File: src/hw/rtl/pps_pkg.sv
// shared widths, types and helpers of the polygon plane splitter
// no dependencies
package pps_pkg;

    localparam int COORD_W    = 32;
    localparam int FRAC_W     = 16;
    localparam int NORM_W     = 18;
    localparam int TOL_W      = 16;
    localparam int CFG_IDX_W  = 3;
    localparam int CFG_DATA_W = 32;
    localparam int PROD1_W    = NORM_W + COORD_W;
    localparam int DSUM_W     = PROD1_W + 2;
    localparam int DIST_W     = DSUM_W - FRAC_W + 1;
    localparam int MAG_W      = DIST_W;
    localparam int SUM_W      = MAG_W + 1;
    localparam int DIFF_W     = COORD_W + 1;
    localparam int PROD_W     = DIFF_W + MAG_W;
    localparam int CNT_W      = $clog2(DIFF_W);
    localparam int Q_DEPTH    = 4;
    localparam int QPTR_W     = $clog2(Q_DEPTH);

    typedef enum logic [CFG_IDX_W-1:0] {
        CFG_NORMAL_X = 3'd0,
        CFG_NORMAL_Y = 3'd1,
        CFG_NORMAL_Z = 3'd2,
        CFG_OFFSET   = 3'd3,
        CFG_TOL      = 3'd4
    } t_cfg_idx;

    typedef enum logic [1:0] {
        VERDICT_SPLIT    = 2'd0,
        VERDICT_COPLANAR = 2'd1,
        VERDICT_BELOW    = 2'd2,
        VERDICT_ABOVE    = 2'd3
    } t_verdict;

    typedef struct packed {
        logic signed [NORM_W-1:0]  normal_x;
        logic signed [NORM_W-1:0]  normal_y;
        logic signed [NORM_W-1:0]  normal_z;
        logic signed [COORD_W-1:0] plane_offset;
        logic [TOL_W-1:0]          tol;
    } t_cfg;

    typedef struct packed {
        logic signed [COORD_W-1:0] x;
        logic signed [COORD_W-1:0] y;
        logic signed [COORD_W-1:0] z;
        logic signed [DIST_W-1:0]  plane_dist;
        logic                      final_vertex;
    } t_vert_rec;

    // magnitude of a distance
    function automatic logic [MAG_W-1:0] dist_mag(input logic signed [DIST_W-1:0] d);
        logic [MAG_W-1:0] r;
        r = d[DIST_W-1] ? MAG_W'(-d) : MAG_W'(d);
        return r;
    endfunction

    // edge ends strictly on opposite sides, both with magnitude above the tolerance
    function automatic logic crosses(input logic signed [DIST_W-1:0] da,
                                     input logic signed [DIST_W-1:0] db,
                                     input logic [TOL_W-1:0] tol);
        logic opp;
        opp = (da < 0 && db > 0) || (da > 0 && db < 0);
        return opp && (dist_mag(da) > MAG_W'(tol)) && (dist_mag(db) > MAG_W'(tol));
    endfunction

endpackage

File: src/hw/rtl/pps_queue.sv
// short queue of classified vertices between front and back
// depends on pps_pkg
module pps_queue (
    input  logic               i_clk,
    input  logic               i_rst_n,
    input  logic               i_push,
    input  pps_pkg::t_vert_rec i_rec,
    output logic               o_full,
    input  logic               i_pop,
    output pps_pkg::t_vert_rec o_rec,
    output logic               o_empty
);
    import pps_pkg::*;

    t_vert_rec         r_mem [Q_DEPTH];
    logic [QPTR_W-1:0] r_wptr;
    logic [QPTR_W-1:0] r_rptr;
    logic [QPTR_W:0]   r_count;

    assign o_full  = (r_count == (QPTR_W+1)'(Q_DEPTH));
    assign o_empty = (r_count == '0);
    assign o_rec   = r_mem[r_rptr];

    // pointers and fill count
    always_ff @(posedge i_clk) begin
        if (!i_rst_n) begin
            r_wptr  <= '0;
            r_rptr  <= '0;
            r_count <= '0;
        end else begin
            if (i_push) begin
                r_wptr <= r_wptr + 1'b1;
            end
            if (i_pop) begin
                r_rptr <= r_rptr + 1'b1;
            end
            if (i_push && !i_pop) begin
                r_count <= r_count + 1'b1;
            end else if (i_pop && !i_push) begin
                r_count <= r_count - 1'b1;
            end
        end
    end

    // storage
    always_ff @(posedge i_clk) begin
        if (i_push) begin
            r_mem[r_wptr] <= i_rec;
        end
    end
endmodule

File: config.mk
export PLATFORM = sky130hd
export DESIGN_NAME = pps_queue
export DESIGN_NICKNAME = d
export VERILOG_FILES = /design/src/hw/rtl/pps_pkg.sv /design/src/hw/rtl/pps_queue.sv
export SDC_FILE = /design/constraint.sdc
export NUM_CORES = 1
export LEC_CHECK = 0
export BUFFER_PORTS_ARGS = -buffer_cell sky130_fd_sc_hd__buf_2
export CELL_PAD_IN_SITES_DETAIL_PLACEMENT = 0
export CELL_PAD_IN_SITES_GLOBAL_PLACEMENT = 1
export CORE_MARGIN = 1.5
export CORE_UTILIZATION = 54
export CTS_CLUSTER_SIZE = 16
export DETAILED_ROUTE_END_ITERATION = 16
export PLACE_DENSITY = 0.81
export SYNTH_ARGS = -nofsm -noshare
export SYNTH_HDL_FRONTEND = slang
export SYNTH_SLANG_ARGS = --single-unit
File: constraint.sdc
create_clock -name i_clk -period 11.03 [get_ports i_clk]
set_clock_uncertainty 0.15 [all_clocks]
set_input_delay 2.7575 -clock i_clk [delete_from_list [all_inputs] [get_ports i_clk]]
set_output_delay 2.7575 -clock i_clk [all_outputs]
set_load 0.005 [all_outputs]
==> results by group <==
Synthesis
  • Most frequent cells after synthesis: 536 x edfxtp_1, 134 x mux4_2, 15 x buf_2, 9 x and2_1, 9 x dfxtp_1
  • Post-synth top area share: around four fifths
  • Synth Area per Inst: around 27 sq um
  • Sequential area share after synthesis: 82.41%
  • Mapped cell area: 19,750 sq um
  • Largest cells by area after synthesis: edfxtp_1 81%, mux4_2 15%, dfxtp_1 0.91%
  • Syn. warnings: 0
  • Most frequent cell after synthesis: edfxtp_1
  • Synth unique cells: 20
  • Synth Flop Type: edfxtp_1
  • Yosys reg bits: 545
  • Top cell type by total area after synthesis: edfxtp_1
  • Syn Inst Count: roughly 740
  • Post-Syn Nets: roughly 900
  • Synth async-reset ratio: 0%
  • Number of flops mapped to enable cells by yosys: 536

Floorplanning
  • Initial core utilization: 55.12%
  • Die area: between 30,000 and 40,000 sq um
  • Row count: ~70
  • # IOs: roughly 270
  • Core area: 35,830 sq um
  • Die Width: 194.2 um
  • Die height: between 150 and 200 um

Drt
  • Number of vias per cell: ~5.7
  • Antenna viol nets, final: 0
  • DR WL/cell: ~23 um
  • Iter 0 DRT Violations: 441
  • Final wirelength: around 37 mm
  • Via count: about 9,000
  • Number of detailed-route iterations in the first pass: 4
  • # DRC: 0

Timing
  • Final setup fails: 0
  • Slew @ Worst Pin: 1087 ps
  • Final Hold Fails: 0
  • Slew margin rel.: between 20% and 30%
  • Fmax: roughly 160 MHz
  • Post-layout minimum cycle time: about 6100 ps
  • Max-slew violations: 0
  • Setup TNS: 0 ps
  • Fin crit share: a little under three fifths
  • RSZ-0062 raised after global routing: false

Power
  • Pwr Density: 192.6 nW/um^2
  • VDD IR max: about 0.13 mV
  • Leak Pwr: between 7 and 8 nW
  • Final Power: between 4 and 5 mW

Min path
  • Hold_sp: r_count[2]
  • Min-delay worst type: flop to flop

Worst setup path
  • Critical path's slowest cell: dfxtp_4
  • Critical Path Sink Type: primary output
  • Crit path launch type: flop
  • Critical path class: flop to primary output
  • Critical path data required time: roughly 8100 ps
  • Max FO, Critical Path: 70
  • R2R Path Start: r_wptr[0]
  • Worst EP arrival: 3170 ps
  • Crit-path max cell delay: 980 ps
  • Worst path cell trace: buf_4, mux4_2, buf_2

Layout
  • Fillers: around 2,400
  • Fraction of layout cells with a size suffix above 1: between 40% and 50%
  • Layout area overhead: 17.63%
  • Multi-input logic area: about 3300 sq um
  • Nets: 1,197
  • Utilization after layout: 64.84%
  • Register area: between 15,000 and 20,000 sq um

Global route
  • GR Util All Layers: between 10% and 20%
  • Remaining global-route overflow: 0
  • Largest net degree at the start of global routing: 73
  • Vias in the first global route: around 9,300
  • First-pass GRT wire length: 55.95 mm
  • Antenna violations before repair: 8

Clock tree
  • CTS Hold Bufs: 0
  • TritonCTS Buffers: 54
  • Max Buffers Root-to-Sink: 3
  • CTS tree: yes
  • Setup Fix Bufs, Post-CTS: 0
  • Clock latency on the worst-skew pair: a little under 600 ps
  • CTS resizes: 0
  • Htree depth: 2
  • Root Buffer: clkbuf_16
  • Num Clock Sinks: between 500 and 600
  • Clock-pin slew on the worst setup and hold paths: roughly 60 ps

Run status
  • Status: finished, final reports clean

Placement
  • Final HPWL DP: 21.37 mm
  • Final GP Congestion: 0.7151
  • Number of port buffers: 273

Flow run
  • Total of max-cap violations: 0
## critical path, delay by kind of cell, from the launching register on
kind / cells / cell delay (ps)
buffers and inverters: 2 / 1010
DFF: 1 / 980
muxes: 1 / 430
## cell usage in the layout (no fill, tap or decap), types with 3 or more instances in the layout
master     count
mux4_2       134
clkinv_2       8
buf_4         11
and2_4         4
clkinv_1      13
xor2_1         3
clkbuf_1      16
dfxtp_1        7
diode_2        5
inv_1          4
buf_2        273
ha_1           5
and2_1         5
clkbuf_16     55
edfxtp_1     536
## cell families (layout without fill, tap and decap cells)
group	after synthesis	count (layout)	synth area share [%]
flip-flops	545	545	82.41
multiplexers	136	136	15.38
buffers and inverters	34	386	1.045
AND/OR/NAND/NOR	15	15	0.4624
adder cells (fa/ha/maj)	6	6	0.4181
XOR/XNOR	5	5	0.2218
AO/OA/AOI/OAI	2	2	0.06334
other	0	5	0
## area by class of cell
| class | count | share of cell area, % |
|---|---|---|
| sequential | 545 | 70.09 |
| multi-input combinational | 164 | 14.11 |
| timing repair buffer | 284 | 6.237 |
| clock buffer | 71 | 6.183 |
| tap | 461 | 2.483 |
| clock inverter | 27 | 0.7809 |
| inverter | 4 | 0.06463 |
| antenna | 5 | 0.05386 |
## metrics by stage
| step | setup WS [ps] | hold WS [ps] | instances | area, sq um |
|---|---|---|---|---|
| floorplan | 4547 | 322.4 | 743 | 19750 |
| global placement | 5450 | 343.0 | 1458 | 21600 |
| detailed placement | 5467 | 376.1 | 1458 | 21600 |
| CTS | 4843 | 385.5 | 1556 | 23220 |
| global route | 4773 | 420.1 | 1558 | 23220 |
| finish | 4948 | 385.6 | 1561 | 23230 |
## routing by layer
metal	part of all wire, %	up-vias	track usage, %
li1	-	3844	-
met1	41	4634	26.95
met2	49	311	31.67
met3	7.8	56	6.401
met4	1.8	8	5.584
met5	0.15	-	0
## worst paths after layout
check / end / slack [ps] / depth (start not counted)
min: r_count[2] / 390 / 2
max reg2reg: r_mem[2][79] / 8150 / 4
max: o_rec[116] / 4950 / 3
min reg2reg: r_count[2] / 390 / 2
## flip-flops by register name, summed over array words and instances (netlist names), named ones only
name	cells
r_mem	536
r_count	3
r_rptr	2
r_wptr	2
## report_power, final
part	internal, mW	switching [mW]	total (mW)
sequential	2.38	0.0388	2.42
combinational	0.189	0.188	0.377
clock	0.959	0.719	1.68
total	3.53	0.946	4.48
Power figures use the tool's default switching activity.
