[config.mk]
export PLATFORM = sky130hd
export DESIGN_NAME = pps_back_flat
export DESIGN_NICKNAME = d
export VERILOG_FILES = /design/src/hw/rtl/pps_pkg.sv /design/src/hw/rtl/pps_point_if.sv /design/src/hw/rtl/pps_back.sv /design/src/flat_wrapper.sv
export SDC_FILE = /design/constraint.sdc
export NUM_CORES = 2
export LEC_CHECK = 0
export BUFFER_PORTS_ARGS = -buffer_cell sky130_fd_sc_hd__buf_2
export CAP_MARGIN = 15
export CORE_MARGIN = 2
export CORE_UTILIZATION = 58
export CTS_CLUSTER_SIZE = 28
export DETAILED_ROUTE_END_ITERATION = 8
export MAX_ROUTING_LAYER = met4
export PLACE_DENSITY = 0.76
export SYNTH_ARGS = -nofsm -noshare
export SYNTH_HDL_FRONTEND = slang
export SYNTH_SLANG_ARGS = --single-unit
[constraint.sdc]
create_clock -name i_clk -period 14.5 [get_ports i_clk]
set_clock_uncertainty 0.2 [all_clocks]
set_input_delay 1.45 -clock i_clk [delete_from_list [all_inputs] [get_ports i_clk]]
set_output_delay 1.45 -clock i_clk [all_outputs]
set_load 0.005 [all_outputs]
[src/hw/rtl/pps_pkg.sv]
// shared widths, types and helpers of the polygon plane splitter
// no dependencies
package pps_pkg;

    localparam int COORD_W    = 32;
    localparam int FRAC_W     = 16;
    localparam int NORM_W     = 18;
    localparam int TOL_W      = 16;
    localparam int CFG_IDX_W  = 3;
    localparam int CFG_DATA_W = 32;
    localparam int PROD1_W    = NORM_W + COORD_W;
    localparam int DSUM_W     = PROD1_W + 2;
    localparam int DIST_W     = DSUM_W - FRAC_W + 1;
    localparam int MAG_W      = DIST_W;
    localparam int SUM_W      = MAG_W + 1;
    localparam int DIFF_W     = COORD_W + 1;
    localparam int PROD_W     = DIFF_W + MAG_W;
    localparam int CNT_W      = $clog2(DIFF_W);
    localparam int Q_DEPTH    = 4;
    localparam int QPTR_W     = $clog2(Q_DEPTH);

    typedef enum logic [CFG_IDX_W-1:0] {
        CFG_NORMAL_X = 3'd0,
        CFG_NORMAL_Y = 3'd1,
        CFG_NORMAL_Z = 3'd2,
        CFG_OFFSET   = 3'd3,
        CFG_TOL      = 3'd4
    } t_cfg_idx;

    typedef enum logic [1:0] {
        VERDICT_SPLIT    = 2'd0,
        VERDICT_COPLANAR = 2'd1,
        VERDICT_BELOW    = 2'd2,
        VERDICT_ABOVE    = 2'd3
    } t_verdict;

    typedef struct packed {
        logic signed [NORM_W-1:0]  normal_x;
        logic signed [NORM_W-1:0]  normal_y;
        logic signed [NORM_W-1:0]  normal_z;
        logic signed [COORD_W-1:0] plane_offset;
        logic [TOL_W-1:0]          tol;
    } t_cfg;

    typedef struct packed {
        logic signed [COORD_W-1:0] x;
        logic signed [COORD_W-1:0] y;
        logic signed [COORD_W-1:0] z;
        logic signed [DIST_W-1:0]  plane_dist;
        logic                      final_vertex;
    } t_vert_rec;

    // magnitude of a distance
    function automatic logic [MAG_W-1:0] dist_mag(input logic signed [DIST_W-1:0] d);
        logic [MAG_W-1:0] r;
        r = d[DIST_W-1] ? MAG_W'(-d) : MAG_W'(d);
        return r;
    endfunction

    // edge ends strictly on opposite sides, both with magnitude above the tolerance
    function automatic logic crosses(input logic signed [DIST_W-1:0] da,
                                     input logic signed [DIST_W-1:0] db,
                                     input logic [TOL_W-1:0] tol);
        logic opp;
        opp = (da < 0 && db > 0) || (da > 0 && db < 0);
        return opp && (dist_mag(da) > MAG_W'(tol)) && (dist_mag(db) > MAG_W'(tol));
    endfunction

endpackage

[src/hw/rtl/pps_point_if.sv]
// output channel carrying one emitted point or verdict per word
// depends on pps_pkg
interface pps_point_if;
    import pps_pkg::*;
    logic                      valid;
    logic                      ready;
    logic signed [COORD_W-1:0] out_x;
    logic signed [COORD_W-1:0] out_y;
    logic signed [COORD_W-1:0] out_z;
    logic                      goes_below;
    logic                      goes_above;
    logic                      is_crossing;
    logic                      end_of_polygon;
    logic [1:0]                verdict;

    modport source(output valid, out_x, out_y, out_z, goes_below, goes_above,
                   is_crossing, end_of_polygon, verdict, input ready);
    modport sink(input valid, out_x, out_y, out_z, goes_below, goes_above,
                 is_crossing, end_of_polygon, verdict, output ready);
endinterface

[src/hw/rtl/pps_back.sv]
// back end: edge crossings by serial multiply and divide, result emission
// depends on pps_pkg and pps_point_if
module pps_back (
    input  logic               i_clk,
    input  logic               i_rst_n,
    input  logic [pps_pkg::TOL_W-1:0] i_tol,
    input  pps_pkg::t_vert_rec i_rec,
    input  logic               i_empty,
    output logic               o_pop,
    pps_point_if.source        o_point
);
    import pps_pkg::*;

    typedef enum logic [10:0] {
        S_IDLE  = 11'b000_0000_0001,
        S_PLAN  = 11'b000_0000_0010,
        S_SETUP = 11'b000_0000_0100,
        S_MUL   = 11'b000_0000_1000,
        S_DLOAD = 11'b000_0001_0000,
        S_DIV   = 11'b000_0010_0000,
        S_RND   = 11'b000_0100_0000,
        S_EMITX = 11'b000_1000_0000,
        S_VERT  = 11'b001_0000_0000,
        S_CLOSE = 11'b010_0000_0000,
        S_END   = 11'b100_0000_0000
    } t_state;

    t_state                    r_state;
    t_vert_rec                 r_cur;
    logic signed [COORD_W-1:0] r_prior [3];
    logic signed [COORD_W-1:0] r_first [3];
    logic signed [DIST_W-1:0]  r_prior_dist;
    logic signed [DIST_W-1:0]  r_first_dist;
    logic                      r_seen;
    logic                      r_any_b;
    logic                      r_any_a;
    logic                      r_closing;
    logic [1:0]                r_lane;
    logic [CNT_W-1:0]          r_cnt;
    logic [DIFF_W-1:0]         r_m;
    logic                      r_up;
    logic [PROD_W-1:0]         r_p;
    logic [SUM_W-1:0]          r_rem;
    logic [DIFF_W-1:0]         r_q;
    logic signed [COORD_W-1:0] r_cp [3];
    logic                      r_out_valid;
    logic signed [COORD_W-1:0] r_ox;
    logic signed [COORD_W-1:0] r_oy;
    logic signed [COORD_W-1:0] r_oz;
    logic                      r_obelow;
    logic                      r_oabove;
    logic                      r_ocross;
    logic                      r_oend;
    t_verdict                  r_overdict;

    logic                      out_free;
    logic                      emit;
    logic signed [COORD_W-1:0] cur_c;
    logic signed [COORD_W-1:0] prior_c;
    logic signed [COORD_W-1:0] first_c;
    logic signed [COORD_W-1:0] a_c;
    logic signed [COORD_W-1:0] b_c;
    logic signed [DIST_W-1:0]  da;
    logic signed [DIST_W-1:0]  db;
    logic [MAG_W-1:0]          f;
    logic [SUM_W-1:0]          s;
    logic signed [DIFF_W-1:0]  diff;
    logic [SUM_W:0]            trial;
    logic                      ge;
    logic                      rnd;
    logic [DIFF_W-1:0]         qr;
    logic signed [COORD_W-1:0] cross_c;
    logic signed [DIST_W-1:0]  eps_s;
    logic                      on_band;
    logic                      is_below;
    t_verdict                  verdict;

    assign out_free = !r_out_valid || o_point.ready;
    assign emit     = out_free && (r_state == S_EMITX || r_state == S_VERT || r_state == S_END);
    assign o_pop    = (r_state == S_IDLE) && !i_empty;

    assign o_point.valid          = r_out_valid;
    assign o_point.out_x          = r_ox;
    assign o_point.out_y          = r_oy;
    assign o_point.out_z          = r_oz;
    assign o_point.goes_below     = r_obelow;
    assign o_point.goes_above     = r_oabove;
    assign o_point.is_crossing    = r_ocross;
    assign o_point.end_of_polygon = r_oend;
    assign o_point.verdict        = r_overdict;

    // operands of the current lane and edge direction
    always_comb begin
        case (r_lane)
            2'd0:    cur_c = r_cur.x;
            2'd1:    cur_c = r_cur.y;
            default: cur_c = r_cur.z;
        endcase
        prior_c = r_prior[r_lane];
        first_c = r_first[r_lane];
        a_c     = r_closing ? cur_c : prior_c;
        b_c     = r_closing ? first_c : cur_c;
        da      = r_closing ? r_cur.plane_dist : r_prior_dist;
        db      = r_closing ? r_first_dist : r_cur.plane_dist;
        f       = dist_mag(da);
        s       = SUM_W'(f) + SUM_W'(dist_mag(db));
        diff    = DIFF_W'(b_c) - DIFF_W'(a_c);
        trial   = {r_rem, r_m[DIFF_W-1]};
        ge      = trial >= (SUM_W+1)'(s);
        rnd     = {r_rem, 1'b0} >= (SUM_W+1)'(s);
        qr      = r_q + DIFF_W'(rnd);
        cross_c = r_up ? COORD_W'(DIFF_W'(a_c) + qr) : COORD_W'(DIFF_W'(a_c) - qr);
    end

    // vertex side and polygon verdict
    always_comb begin
        eps_s    = DIST_W'(i_tol);
        on_band  = (r_cur.plane_dist > -eps_s) && (r_cur.plane_dist < eps_s);
        is_below = r_cur.plane_dist < 0;
        if (r_any_b && r_any_a) begin
            verdict = VERDICT_SPLIT;
        end else if (!r_any_b && !r_any_a) begin
            verdict = VERDICT_COPLANAR;
        end else if (r_any_b) begin
            verdict = VERDICT_BELOW;
        end else begin
            verdict = VERDICT_ABOVE;
        end
    end

    // output word valid
    always_ff @(posedge i_clk) begin
        if (!i_rst_n) begin
            r_out_valid <= 1'b0;
        end else if (emit) begin
            r_out_valid <= 1'b1;
        end else if (o_point.ready) begin
            r_out_valid <= 1'b0;
        end
    end

    // control sequencer
    always_ff @(posedge i_clk) begin
        if (!i_rst_n) begin
            r_state     <= S_IDLE;
            r_seen      <= 1'b0;
            r_any_b     <= 1'b0;
            r_any_a     <= 1'b0;
            r_closing   <= 1'b0;
            r_lane      <= '0;
            r_cnt       <= '0;
        end else begin
            unique case (r_state)
                S_IDLE: begin
                    if (!i_empty) begin
                        r_state <= S_PLAN;
                    end
                end
                S_PLAN: begin
                    r_closing <= 1'b0;
                    r_lane    <= '0;
                    if (r_seen && crosses(r_prior_dist, r_cur.plane_dist, i_tol)) begin
                        r_state <= S_SETUP;
                    end else begin
                        r_state <= S_VERT;
                    end
                end
                S_SETUP: begin
                    r_cnt   <= CNT_W'(DIFF_W - 1);
                    r_state <= S_MUL;
                end
                S_MUL: begin
                    r_cnt <= r_cnt - 1'b1;
                    if (r_cnt == '0) begin
                        r_state <= S_DLOAD;
                    end
                end
                S_DLOAD: begin
                    r_cnt   <= CNT_W'(DIFF_W - 1);
                    r_state <= S_DIV;
                end
                S_DIV: begin
                    r_cnt <= r_cnt - 1'b1;
                    if (r_cnt == '0) begin
                        r_state <= S_RND;
                    end
                end
                S_RND: begin
                    if (r_lane == 2'd2) begin
                        r_state <= S_EMITX;
                    end else begin
                        r_lane  <= r_lane + 1'b1;
                        r_state <= S_SETUP;
                    end
                end
                S_EMITX: begin
                    if (out_free) begin
                        r_state <= r_closing ? S_END : S_VERT;
                    end
                end
                S_VERT: begin
                    if (out_free) begin
                        r_seen <= 1'b1;
                        if (!on_band && is_below) begin
                            r_any_b <= 1'b1;
                        end
                        if (!on_band && !is_below) begin
                            r_any_a <= 1'b1;
                        end
                        r_state <= r_cur.final_vertex ? S_CLOSE : S_IDLE;
                    end
                end
                S_CLOSE: begin
                    r_closing <= 1'b1;
                    r_lane    <= '0;
                    if (crosses(r_cur.plane_dist, r_first_dist, i_tol)) begin
                        r_state <= S_SETUP;
                    end else begin
                        r_state <= S_END;
                    end
                end
                S_END: begin
                    if (out_free) begin
                        r_seen  <= 1'b0;
                        r_any_b <= 1'b0;
                        r_any_a <= 1'b0;
                        r_state <= S_IDLE;
                    end
                end
                default: r_state <= S_IDLE;
            endcase
        end
    end

    // datapath: serial product, restoring division, stored points, result word
    always_ff @(posedge i_clk) begin
        if (o_pop) begin
            r_cur <= i_rec;
        end
        if (r_state == S_SETUP) begin
            r_up <= !diff[DIFF_W-1];
            r_m  <= diff[DIFF_W-1] ? DIFF_W'(-diff) : DIFF_W'(diff);
            r_p  <= '0;
        end
        if (r_state == S_MUL) begin
            r_p <= (r_p << 1) + (r_m[DIFF_W-1] ? PROD_W'(f) : PROD_W'(0));
            r_m <= r_m << 1;
        end
        if (r_state == S_DLOAD) begin
            r_rem <= SUM_W'(r_p[PROD_W-1:DIFF_W]);
            r_m   <= r_p[DIFF_W-1:0];
            r_q   <= '0;
        end
        if (r_state == S_DIV) begin
            r_rem <= ge ? SUM_W'(trial - (SUM_W+1)'(s)) : SUM_W'(trial);
            r_q   <= {r_q[DIFF_W-2:0], ge};
            r_m   <= r_m << 1;
        end
        if (r_state == S_RND) begin
            r_cp[r_lane] <= cross_c;
        end
        if (r_state == S_EMITX && out_free) begin
            r_ox       <= r_cp[0];
            r_oy       <= r_cp[1];
            r_oz       <= r_cp[2];
            r_obelow   <= 1'b1;
            r_oabove   <= 1'b1;
            r_ocross   <= 1'b1;
            r_oend     <= 1'b0;
            r_overdict <= VERDICT_SPLIT;
        end
        if (r_state == S_VERT && out_free) begin
            r_ox       <= r_cur.x;
            r_oy       <= r_cur.y;
            r_oz       <= r_cur.z;
            r_obelow   <= on_band || is_below;
            r_oabove   <= on_band || !is_below;
            r_ocross   <= 1'b0;
            r_oend     <= 1'b0;
            r_overdict <= VERDICT_SPLIT;
            if (!r_seen) begin
                r_first[0]   <= r_cur.x;
                r_first[1]   <= r_cur.y;
                r_first[2]   <= r_cur.z;
                r_first_dist <= r_cur.plane_dist;
            end
            r_prior[0]   <= r_cur.x;
            r_prior[1]   <= r_cur.y;
            r_prior[2]   <= r_cur.z;
            r_prior_dist <= r_cur.plane_dist;
        end
        if (r_state == S_END && out_free) begin
            r_ox       <= '0;
            r_oy       <= '0;
            r_oz       <= '0;
            r_obelow   <= 1'b0;
            r_oabove   <= 1'b0;
            r_ocross   <= 1'b0;
            r_oend     <= 1'b1;
            r_overdict <= verdict;
        end
    end
endmodule

[src/flat_wrapper.sv]
// flat-port wrapper written by rule: the top's interface ports become plain ports
module pps_back_flat import pps_pkg::*;
  (i_clk, i_rst_n, i_tol, i_rec, i_empty, o_pop, o_point_valid, o_point_out_x, o_point_out_y, o_point_out_z, o_point_goes_below, o_point_goes_above, o_point_is_crossing, o_point_end_of_polygon, o_point_verdict, o_point_ready);
  pps_point_if o_point_i ();
  input  logic i_clk;
  input  logic i_rst_n;
  input  logic [pps_pkg::TOL_W-1:0] i_tol;
  input  pps_pkg::t_vert_rec i_rec;
  input  logic i_empty;
  output logic o_pop;
  output wire logic [$bits(o_point_i.valid)-1:0] o_point_valid;
  output wire logic [$bits(o_point_i.out_x)-1:0] o_point_out_x;
  output wire logic [$bits(o_point_i.out_y)-1:0] o_point_out_y;
  output wire logic [$bits(o_point_i.out_z)-1:0] o_point_out_z;
  output wire logic [$bits(o_point_i.goes_below)-1:0] o_point_goes_below;
  output wire logic [$bits(o_point_i.goes_above)-1:0] o_point_goes_above;
  output wire logic [$bits(o_point_i.is_crossing)-1:0] o_point_is_crossing;
  output wire logic [$bits(o_point_i.end_of_polygon)-1:0] o_point_end_of_polygon;
  output wire logic [$bits(o_point_i.verdict)-1:0] o_point_verdict;
  input wire logic [$bits(o_point_i.ready)-1:0] o_point_ready;
  assign o_point_valid = o_point_i.valid;
  assign o_point_out_x = o_point_i.out_x;
  assign o_point_out_y = o_point_i.out_y;
  assign o_point_out_z = o_point_i.out_z;
  assign o_point_goes_below = o_point_i.goes_below;
  assign o_point_goes_above = o_point_i.goes_above;
  assign o_point_is_crossing = o_point_i.is_crossing;
  assign o_point_end_of_polygon = o_point_i.end_of_polygon;
  assign o_point_verdict = o_point_i.verdict;
  assign o_point_i.ready = o_point_ready;
  pps_back u_core (.i_clk(i_clk), .i_rst_n(i_rst_n), .i_tol(i_tol), .i_rec(i_rec), .i_empty(i_empty), .o_pop(o_pop), .o_point(o_point_i));
endmodule
==> impl_metrics.yaml <==
status:
  outcome: "complete, no violations"
logic_synthesis:
  synth_top_area_cell: "sky130_fd_sc_hd__edfxtp_1"
  yosys.cell_types.count: 87
  synth_enable_flop_cells: 671
  synthDominantCellAreaShare_pct: 40.42
  asyncSetResetFlopFracSynth_pct: 0
  yosysWarningCount: 0
  ys_top_cells_by_area: "sky130_fd_sc_hd__edfxtp_1, sky130_fd_sc_hd__ha_1, sky130_fd_sc_hd__mux2i_1"
  synth_ff_type: "sky130_fd_sc_hd__edfxtp_1"
  syn_avg_cell_area_um2: 9.995
  yosys_register_bits: 798
  post_synth_inst_count: 4987
  seq_total_area_yosys_pct: 45.52
  synth.cell_area_mm2: 0.04985
  synth.net_count: 5435
timing:
  hold_viol: 0
  clock.fmax_mhz: 76.30
  setup_violations: 0
  final.setup.tns_ns: 0
  period_needed_ns: 13.11
  slew-limit-headroom_pct: 20.00
  timing_worst_slew_pin_value_ns: 1.200
  final_min_period_over_clock_period_pct: 90.39
  timing.final.max_slew_violations: 0
  fin_hold_ws_ns: 0.2577
  grt_setup_unrepaired: "no"
cts:
  clock_sink_count: 798
  clock_tree.htree_level_count: 3
  clk_pin_slew_ns: 0.06
  cts_resized: 0
  cts-buffers-inserted: 85
  max-clock-path-buffers: 3
  total_setup_buffers_inserted_after_cts: 0
  cts_hold_repair.buffers: 0
  tritoncts: "yes"
  clock-root-buffer: "sky130_fd_sc_hd__clkbuf_16"
  clk_latency_ns: 0.68
critical_path:
  critPathRequiredTime_ns: 14.70
  worstRegToRegCells: 51
  worst_path_largest_cell_delay_ns: 0.89
  timing.rr.start: "u_core.r_closing"
  crit_slowest_cell: "sky130_fd_sc_hd__dfxtp_4"
  critPathArrivalTime_ns: 13.31
  r2r_slack_ns: 1.39
  worstSetupEndpointType: "register"
  crit_family: "compound AO/OA/AOI/OAI gates"
  crit_path_frequent_cell: "sky130_fd_sc_hd__a21o_1"
  cp.buffers_inverters: 1
  worstSetupStartpointType: "register"
  worstSetupPathType: "reg -> reg"
  worst_r2r_endpoint: "u_core.r_cp[2][28]"
  critical_path_peak_fanout: 70
power:
  power_uw: 5534
  power_per_cell_area_mw_per_mm2: 100.7
  leakage_uw: 0.02052
  irDropWorstVdd_v: 0.0001076
worst_hold_path:
  hold-path-endpoint: "u_core.r_cnt[5]"
  holdPathStages: 2
  hp-start: "u_core.r_cnt[5]"
  worst_hold_path_type: "reg -> reg"
route:
  route.vias.total: 39516
  drt_iter0_drc: 3521
  detail_route.vias_per_cell: 6.220
  drtPass1Iterations: 8
  total_wire_length_after_detailed_routing_mm: 135.2
  mean_routed_wirelength_per_cell_um: 21.28
  drt.antenna.violating_nets: 0
  drc_errors: 0
final_layout:
  fin_nets: 5586
  area.growth.synth_to_final_pct: 10.23
  layout.cells.non_filler: 6353
  share_of_post_route_cells_with_drive_strength_above_1_pct: 10.12
  antennaDiodeCount: 0
grt:
  global_route_wire_length_before_repair_mm: 212.6
  grt_start_max_net_pins: 103
  globalRoute.totalOverflow: 0
  groute.usage.overall_pct: 30.98
  grt_antenna_before_repair: 1
  grt_pass1_vias: 38551
floorplan:
  ios: 258
  fp.dieH_um: 297.2
  start_util_pct: 58.54
  full_die_area_mm2: 0.08830
  core.rowCount: 107
  core_outline_area_mm2: 0.08515
  die_width_um: 297.2
place:
  dpl.cell_count: 6195
  place_congestion: 0.9945
  placed_wire_length_estimate_after_detailed_placement_mm: 98.29
  io_buffers: 257
run:
  maxCapViolCount: 0
cell usage after synthesis, drive strengths merged (33+ instances only):
library cell,count
inv,145
a22o,39
a21o,127
buf,52
clkbuf,188
nor4,37
o21a,46
edfxtp,671
and2,95
nor2b,45
nor3,122
a21oi,359
ha,289
xnor2,268
nand2b,45
o21ai,384
xor2,116
nand3,191
nand4,57
or3,47
nand2,361
a31oi,50
dfxtp,127
o31ai,52
or4,33
mux2i,269
nor2,354
and3,55
state kept, by name (all words and copies together), names as in the netlist, 33 cells and up, named ones only:
signal               count
u_core.r_cur           134
u_core.r_prior_dist     37
u_core.r_prior          96
u_core.r_cp             96
u_core.r_m              33
u_core.r_rem            38
u_core.r_p              70
u_core.r_first          96
u_core.r_first_dist     37
where the power goes:
part / leakage (µW) / internal [µW] / switching, µW
sequential: 0.00743 / 2550 / 67.4
clock: 0.00140 / 1270 / 963
combinational: 0.0117 / 282 / 401
layer usage:
metal  share of wire [%]  vias up  track usage [%]
li1                    -    18906                -
met1                  41    18992            37.83
met2                  50     1329            52.80
met3                 5.4      289            3.360
met4                 4.1        0            12.18
met5                   0        -                -
layout by cell type, fill, tap and decap left out, drive strengths merged, types with 127 or more instances in the layout:
cell type and instances:
edfxtp 671, o21ai 384, nand2 361, a21oi 359, nor2 354, buf 304
ha 289, mux2i 269, xnor2 268, nand3 191, inv 152, a21o 127
dfxtp 127
cell families (layout without fill, tap and decap cells):
kind of cell	Yosys count	in the layout	share of synthesized area [%]
buffers and inverters	385	607	2.939
multiplexers	284	284	5.741
AND/OR/NAND/NOR	1533	1533	15.24
AO/OA/AOI/OAI	1309	1309	16.35
flip-flops	798	798	45.52
XOR/XNOR	384	384	6.747
adder cells (fa/ha/maj)	294	294	7.455
how the worst max path moves through the flow:
| stage | from | end | slack [ns] | depth (start not counted) |
|---|---|---|---|---|
| floorplan | u_core.r_closing | u_core.r_cp[0][28] | 2.14 | 58 |
| global placement | u_core.r_closing | u_core.r_cp[0][28] | 1.84 | 51 |
| detailed placement | u_core.r_closing | u_core.r_cp[0][28] | 1.56 | 51 |
| CTS | u_core.r_closing | u_core.r_cp[2][28] | 1.54 | 51 |
| global route | u_core.r_closing | u_core.r_cp[0][28] | 0.63 | 51 |
| finish | u_core.r_closing | u_core.r_cp[2][28] | 1.39 | 51 |
worst reg2reg max path, delay by kind of cell (launching register included):
kind                       cells  cell delay, ns
AOI/OAI and AO/OA             21            4.81
buffers and inverters          1            0.24
xor gates and xnor gates       4            0.75
DFF                            1            0.89
adders and majority gates      5            1.60
and+or+nand+nor               19            3.76
muxes                          1            0.54
cell type report:
class / count / area [µm²]
Fill cell: 6867 / 30200
Sequential cell: 798 / 22700
Multi-Input combinational cell: 3804 / 25750
Timing Repair Buffer: 304 / 1652
Inverter: 145 / 549.3
Clock inverter: 52 / 519.2
Tap cell: 1144 / 1431
Clock buffer: 106 / 2341
through the flow:
step | worst slack, ns | util, % | cell area, µm²
floorplan | 2.140 | - | 49850
global placement | 1.841 | 61.17 | 52090
detailed placement | 1.563 | 61.17 | 52090
CTS | 1.545 | 64.53 | 54950
global route | 0.6314 | 64.53 | 54950
finish | 1.394 | 64.53 | 54950
Note: power is estimated with default switching activity, not from simulation.
